**src/sv/ida_pkg.sv**
```systemverilog
// shared types and constants for the id allocator
// used by ida_ctrl, ida_dp and the top level id_allocator_with_recycle_list
package ida_pkg;

  localparam int MAX_IDS = 1024;
  localparam int ID_W    = $clog2(MAX_IDS);
  localparam int CNT_W   = ID_W + 1;

  typedef enum logic [1:0] {
    ACT_ALLOC = 2'd0,
    ACT_ABOVE = 2'd1,
    ACT_FRESH = 2'd2,
    ACT_FREE  = 2'd3
  } action_t;

  typedef enum logic [1:0] {
    ST_OK        = 2'd0,
    ST_EXHAUSTED = 2'd1,
    ST_INVALID   = 2'd2
  } status_t;

  typedef struct packed {
    action_t           action;
    logic [ID_W-1:0]   entity_id;
  } cmd_t;

  typedef struct packed {
    logic [ID_W-1:0]   result_id;
    status_t           status;
  } rsp_t;

  typedef enum logic [2:0] {
    S_IDLE,
    S_DISPATCH,
    S_POP,
    S_SCAN_RD,
    S_SCAN_CMP,
    S_SHIFT_RD,
    S_SHIFT_WR
  } state_t;

  typedef enum logic [2:0] {
    RES_FRESH,
    RES_RDDATA,
    RES_FOUND,
    RES_ARG,
    RES_EXHAUSTED,
    RES_INVALID
  } res_sel_t;

  // controller to datapath
  typedef struct packed {
    logic     load;
    logic     rd_en;
    logic     rd_head;
    logic     idx_clr;
    logic     idx_inc;
    logic     wr_shift;
    logic     append;
    logic     pop;
    logic     drop;
    logic     take_fresh;
    logic     hold_found;
    logic     finish;
    res_sel_t res_sel;
  } dp_cmd_t;

  // datapath to controller
  typedef struct packed {
    action_t action;
    logic    count_zero;
    logic    fresh_left;
    logic    arg_zero;
    logic    arg_ge_fresh;
    logic    rd_gt_arg;
    logic    rd_eq_arg;
    logic    idx_last;
  } dp_stat_t;

endpackage

```
**src/sv/ida_ctrl.sv**
```systemverilog
// controller state machine for the id allocator
// depends on ida_pkg; drives ida_dp through dp_cmd_t, reads dp_stat_t
module ida_ctrl
  import ida_pkg::*;
(
  input  logic     clk,
  input  logic     rst,
  input  logic     start,
  output logic     busy,
  input  dp_stat_t stat,
  output dp_cmd_t  cmd
);

  state_t state, state_next;

  always_ff @(posedge clk) begin
    if (rst) begin
      state <= S_IDLE;
    end else begin
      state <= state_next;
    end
  end

  assign busy = (state != S_IDLE);

  always_comb begin
    state_next = state;
    unique case (state)
      S_IDLE: begin
        if (start) state_next = S_DISPATCH;
      end
      S_DISPATCH: begin
        unique case (stat.action)
          ACT_ALLOC: state_next = stat.count_zero ? S_IDLE : S_POP;
          ACT_FRESH: state_next = S_IDLE;
          ACT_ABOVE: begin
            if (stat.arg_ge_fresh || stat.count_zero) state_next = S_IDLE;
            else state_next = S_SCAN_RD;
          end
          ACT_FREE: begin
            if (stat.arg_zero || stat.arg_ge_fresh || stat.count_zero) state_next = S_IDLE;
            else state_next = S_SCAN_RD;
          end
          default: state_next = S_IDLE;
        endcase
      end
      S_POP:     state_next = S_IDLE;
      S_SCAN_RD: state_next = S_SCAN_CMP;
      S_SCAN_CMP: begin
        if (stat.action == ACT_ABOVE) begin
          if (stat.rd_gt_arg) state_next = stat.idx_last ? S_IDLE : S_SHIFT_RD;
          else state_next = stat.idx_last ? S_IDLE : S_SCAN_RD;
        end else begin
          if (stat.rd_eq_arg || stat.idx_last) state_next = S_IDLE;
          else state_next = S_SCAN_RD;
        end
      end
      S_SHIFT_RD: state_next = S_SHIFT_WR;
      S_SHIFT_WR: state_next = stat.idx_last ? S_IDLE : S_SHIFT_RD;
      default:    state_next = S_IDLE;
    endcase
  end

  always_comb begin
    cmd = '0;
    cmd.res_sel = RES_INVALID;
    unique case (state)
      S_IDLE: begin
        cmd.load = start;
      end
      S_DISPATCH: begin
        unique case (stat.action)
          ACT_ALLOC: begin
            if (stat.count_zero) begin
              cmd.finish     = 1'b1;
              cmd.take_fresh = stat.fresh_left;
              cmd.res_sel    = stat.fresh_left ? RES_FRESH : RES_EXHAUSTED;
            end else begin
              cmd.rd_en   = 1'b1;
              cmd.rd_head = 1'b1;
            end
          end
          ACT_FRESH: begin
            cmd.finish     = 1'b1;
            cmd.take_fresh = stat.fresh_left;
            cmd.res_sel    = stat.fresh_left ? RES_FRESH : RES_EXHAUSTED;
          end
          ACT_ABOVE: begin
            if (stat.arg_ge_fresh) begin
              cmd.finish  = 1'b1;
              cmd.res_sel = RES_INVALID;
            end else if (stat.count_zero) begin
              cmd.finish     = 1'b1;
              cmd.take_fresh = stat.fresh_left;
              cmd.res_sel    = stat.fresh_left ? RES_FRESH : RES_EXHAUSTED;
            end else begin
              cmd.idx_clr = 1'b1;
            end
          end
          ACT_FREE: begin
            if (stat.arg_zero || stat.arg_ge_fresh) begin
              cmd.finish  = 1'b1;
              cmd.res_sel = RES_INVALID;
            end else if (stat.count_zero) begin
              cmd.finish  = 1'b1;
              cmd.append  = 1'b1;
              cmd.res_sel = RES_ARG;
            end else begin
              cmd.idx_clr = 1'b1;
            end
          end
          default: ;
        endcase
      end
      S_POP: begin
        cmd.finish  = 1'b1;
        cmd.pop     = 1'b1;
        cmd.res_sel = RES_RDDATA;
      end
      S_SCAN_RD: begin
        cmd.rd_en = 1'b1;
      end
      S_SCAN_CMP: begin
        if (stat.action == ACT_ABOVE) begin
          if (stat.rd_gt_arg) begin
            cmd.hold_found = 1'b1;
            cmd.idx_inc    = 1'b1;
            // match at the tail needs no compaction
            if (stat.idx_last) begin
              cmd.drop    = 1'b1;
              cmd.finish  = 1'b1;
              cmd.res_sel = RES_RDDATA;
            end
          end else if (stat.idx_last) begin
            cmd.finish     = 1'b1;
            cmd.take_fresh = stat.fresh_left;
            cmd.res_sel    = stat.fresh_left ? RES_FRESH : RES_EXHAUSTED;
          end else begin
            cmd.idx_inc = 1'b1;
          end
        end else begin
          if (stat.rd_eq_arg) begin
            cmd.finish  = 1'b1;
            cmd.res_sel = RES_INVALID;
          end else if (stat.idx_last) begin
            cmd.finish  = 1'b1;
            cmd.append  = 1'b1;
            cmd.res_sel = RES_ARG;
          end else begin
            cmd.idx_inc = 1'b1;
          end
        end
      end
      S_SHIFT_RD: begin
        cmd.rd_en = 1'b1;
      end
      S_SHIFT_WR: begin
        cmd.wr_shift = 1'b1;
        cmd.idx_inc  = 1'b1;
        if (stat.idx_last) begin
          cmd.drop    = 1'b1;
          cmd.finish  = 1'b1;
          cmd.res_sel = RES_FOUND;
        end
      end
      default: ;
    endcase
  end

endmodule

```
**config.mk**
```make
export PLATFORM = sky130hd
export DESIGN_NAME = ida_ctrl
export DESIGN_NICKNAME = d
export VERILOG_FILES = /design/src/sv/ida_pkg.sv /design/src/sv/ida_ctrl.sv
export SDC_FILE = /design/constraint.sdc
export NUM_CORES = 1
export LEC_CHECK = 0
export ABC_AREA = 1
export BUFFER_PORTS_ARGS = -buffer_cell sky130_fd_sc_hd__buf_2
export CORE_MARGIN = 5
export CORE_UTILIZATION = 25
export DETAILED_ROUTE_END_ITERATION = 8
export GPL_ROUTABILITY_DRIVEN = 1
export SYNTH_ARGS = -nofsm -noshare
export SYNTH_HDL_FRONTEND = slang
export SYNTH_SLANG_ARGS = --single-unit
export TNS_END_PERCENT = 30
```
**constraint.sdc**
```tcl
create_clock -name clk -period 1.8 [get_ports clk]
set_clock_uncertainty 0.2 [all_clocks]
set_input_delay 0.27 -clock clk [delete_from_list [all_inputs] [get_ports clk]]
set_output_delay 0.27 -clock clk [all_outputs]
set_load 0.01 [all_outputs]
```
==> reports/metrics.yaml <==
area_growth_pct: 46.8
required_ns: 1.33
dpl_cell_area_sq_um: 724
rows: 17
first_global_vias: 717
seqPwrFrac_pct: 23.0
dp_hpwl_mm: 1.49
pin_count: 28
n_fill_cell: 247
slew_headroom_pct: 79.1
reg2reg_from: "state[2]"
largest_reg_flops: 3
finalCritPeriodShare_pct: 98.5
pwr-share-comb_pct: 41.1
start_util_pct: 25.8
nets: 155
synthesis.area_sq_um: 559
dr_total_vias: 800
critical_path_class: "reg2out"
synth_cell_types: 20
rsz0062_at_grt: "true"
cts-hold-fix-buffers: 0
yosysSeqAreaShare_pct: 10.7
io_buffers: 27
slew_violations: 0
finalCriticalPeriod_ns: 1.77
leakage_nw: 0.471
rr_worst_depth: 8
gp_congestion: 0.830
cts-root-buf: "clkbuf_4"
avgSynthCellArea_sq_um: 5.04
coreArea_sq_um: 2170
hold_path.class: "in2reg"
die_area_sq_um: 3280
r2r-end: "state[1]"
antenna_found_initial: 0
grt_max_degree: 9
synthCells: 111
tightestPinTransition_ns: 0.311
cap_violations: 0
synth_fp_nets: 123
routed_wl_mm: 1.87
holdPathStages: 4
dr.pass1.iters: 5
max-vdd-ir-drop_mv: 0.321
pwr-share-clk_pct: 35.9
drtAntennaViolNets: 0
clk_pin_slew_ns: 0.04
power.total_mw: 0.339
num_antenna_cells: 0
endpoint_kind: "primary output"
top_register: "state"
p_per_area_nw_per_um2: 413
die_width_um: 57.3
grt_use_total_pct: 10.9
hold_violations: 0
cp_max_fo: 5
die_h_um: 57.3
critPathArrivalTime_ns: 1.30
design_area_sq_um: 821
cts_tree: "yes"
swShare_pct: 39.7
drive_above_1_share_pct: 41.5
internal_power_mw: 0.204
min_to: "state[2]"
max_freq_mhz: 564
overflow: 0
cts.sinks: 3
critPathLaunchType: "flop"
regToRegSetupSlack_ns: 0.46
viasPerCell: 4.71
cts_buffers: 3
top_regs: "state (3)"
htreeDepth: 1
drt_iter0_markers: 19
clk_latency_ns: 0.24
yosysWarnings: 0
wl_per_cell_um: 11.0
outcome: "finished, final reports clean"
grt_pass1_wl_mm: 2.93
cts_max_path_buffers: 2
final-setup-viol-count: 0
switching_power_mw: 0.134
ys_ff_latch: 3
drc_errors: 0
critPathLaunch: "state[2]"
hp-start: "rst"
cells by family (layout without fill, tap and decap cells):
logic type	after synthesis	in the layout	share of synthesized area [%]
AOI/OAI and AO/OA	14	14	14.1
and+or+nand+nor	72	72	60.2
buffers and inverters	22	53	15.0
DFF	3	3	10.7
power by group through the flow:
stage	Sequential [mW]	Combinational (mW)	Clock, mW
after floorplan	0.0762	0.0812	0
after global placement	0.0767	0.128	0
after detailed placement	0.0769	0.129	0
after CTS	0.0767	0.130	0.126
after global routing	0.0785	0.155	0.138
final	0.0780	0.139	0.122
Yosys cell counts:
master,count,area [sq um]
a21oi_1,3,15.0
a31oi_1,1,6.26
buf_2,1,5.00
clkinv_1,2,7.51
dfxtp_1,3,60.1
inv_1,13,48.8
inv_2,6,22.5
nand2_1,28,105
nand2_2,3,18.8
nand3_1,13,65.1
nand3_2,3,30.0
nand4_1,2,12.5
nor2_1,18,67.6
nor2_2,1,6.26
nor2_4,1,11.3
nor3_1,2,10.0
nor3_2,1,10.0
o211ai_1,3,22.5
o21ai_0,4,20.0
o21ai_1,3,15.0
layout make-up:
cell class | count | area (sq um) | share of cell area, %
multi-input cells | 86 | 464 | 56.6
repair buffers | 28 | 143 | 17.4
flip-flops and latches | 3 | 68.8 | 8.38
inverters | 21 | 83.8 | 10.2
clock buffers | 4 | 26.3 | 3.20
well taps | 28 | 35.0 | 4.27
metrics by stage:
stage          std cells  TNS, ns  utilization (%)  hold slack, ns  setup WS [ns]
2_1_floorplan        111        0                -           0.223          0.273
3_3_place_gp         165        0             33.4           0.354          0.160
3_5_place_dp         165        0             33.4           0.357          0.173
4_1_cts              169        0             34.9          0.0985        0.00709
5_1_grt              170  -0.0364             37.8           0.131        -0.0151
6_report             170        0             37.8           0.113         0.0262
metal layers:
metal / vias to the layer above / track usage, % / wire length [um]
li1: 420 / - / -
met4: 0 / 2.65 / 0
met3: 0 / 4.52 / 133
met2: 26 / 17.6 / 901
met1: 354 / 13.4 / 837
met5: - / 0 / 0
worst max-delay path: stages (launching register included):
cell	delay, ns
dfxtp_4	0.37
nor2_4	0.11
nand2_2	0.09
inv_2	0.10
nand4_1	0.15
nand3_1	0.11
buf_2	0.13
how the worst max path moves through the flow:
stage	to	slack, ns	cells after the start
floorplan	cmd[6]	0.27	5
detailed placement	cmd[2]	0.17	7
global route	cmd[1]	-0.02	6
global placement	cmd[2]	0.16	7
CTS	cmd[1]	0.007	6
finish	cmd[1]	0.03	6
what timing repair did:
item	4_1_cts	5_1_grt
buffers inserted	0	1
endpoints found under the setup margin	6	10
pin swaps	0	1
resized for setup	4	17
cells in the final DEF, fill, tap and decap left out, drive strengths merged:
cell	count
nand3	16
clkbuf	4
nand4	2
inv	19
a31oi	1
o211ai	3
o21ai	7
clkinv	2
a21oi	3
nand2	31
dfxtp	3
nor2	20
nor3	3
buf	28
No activity file was read; power rests on OpenSTA's default activity.
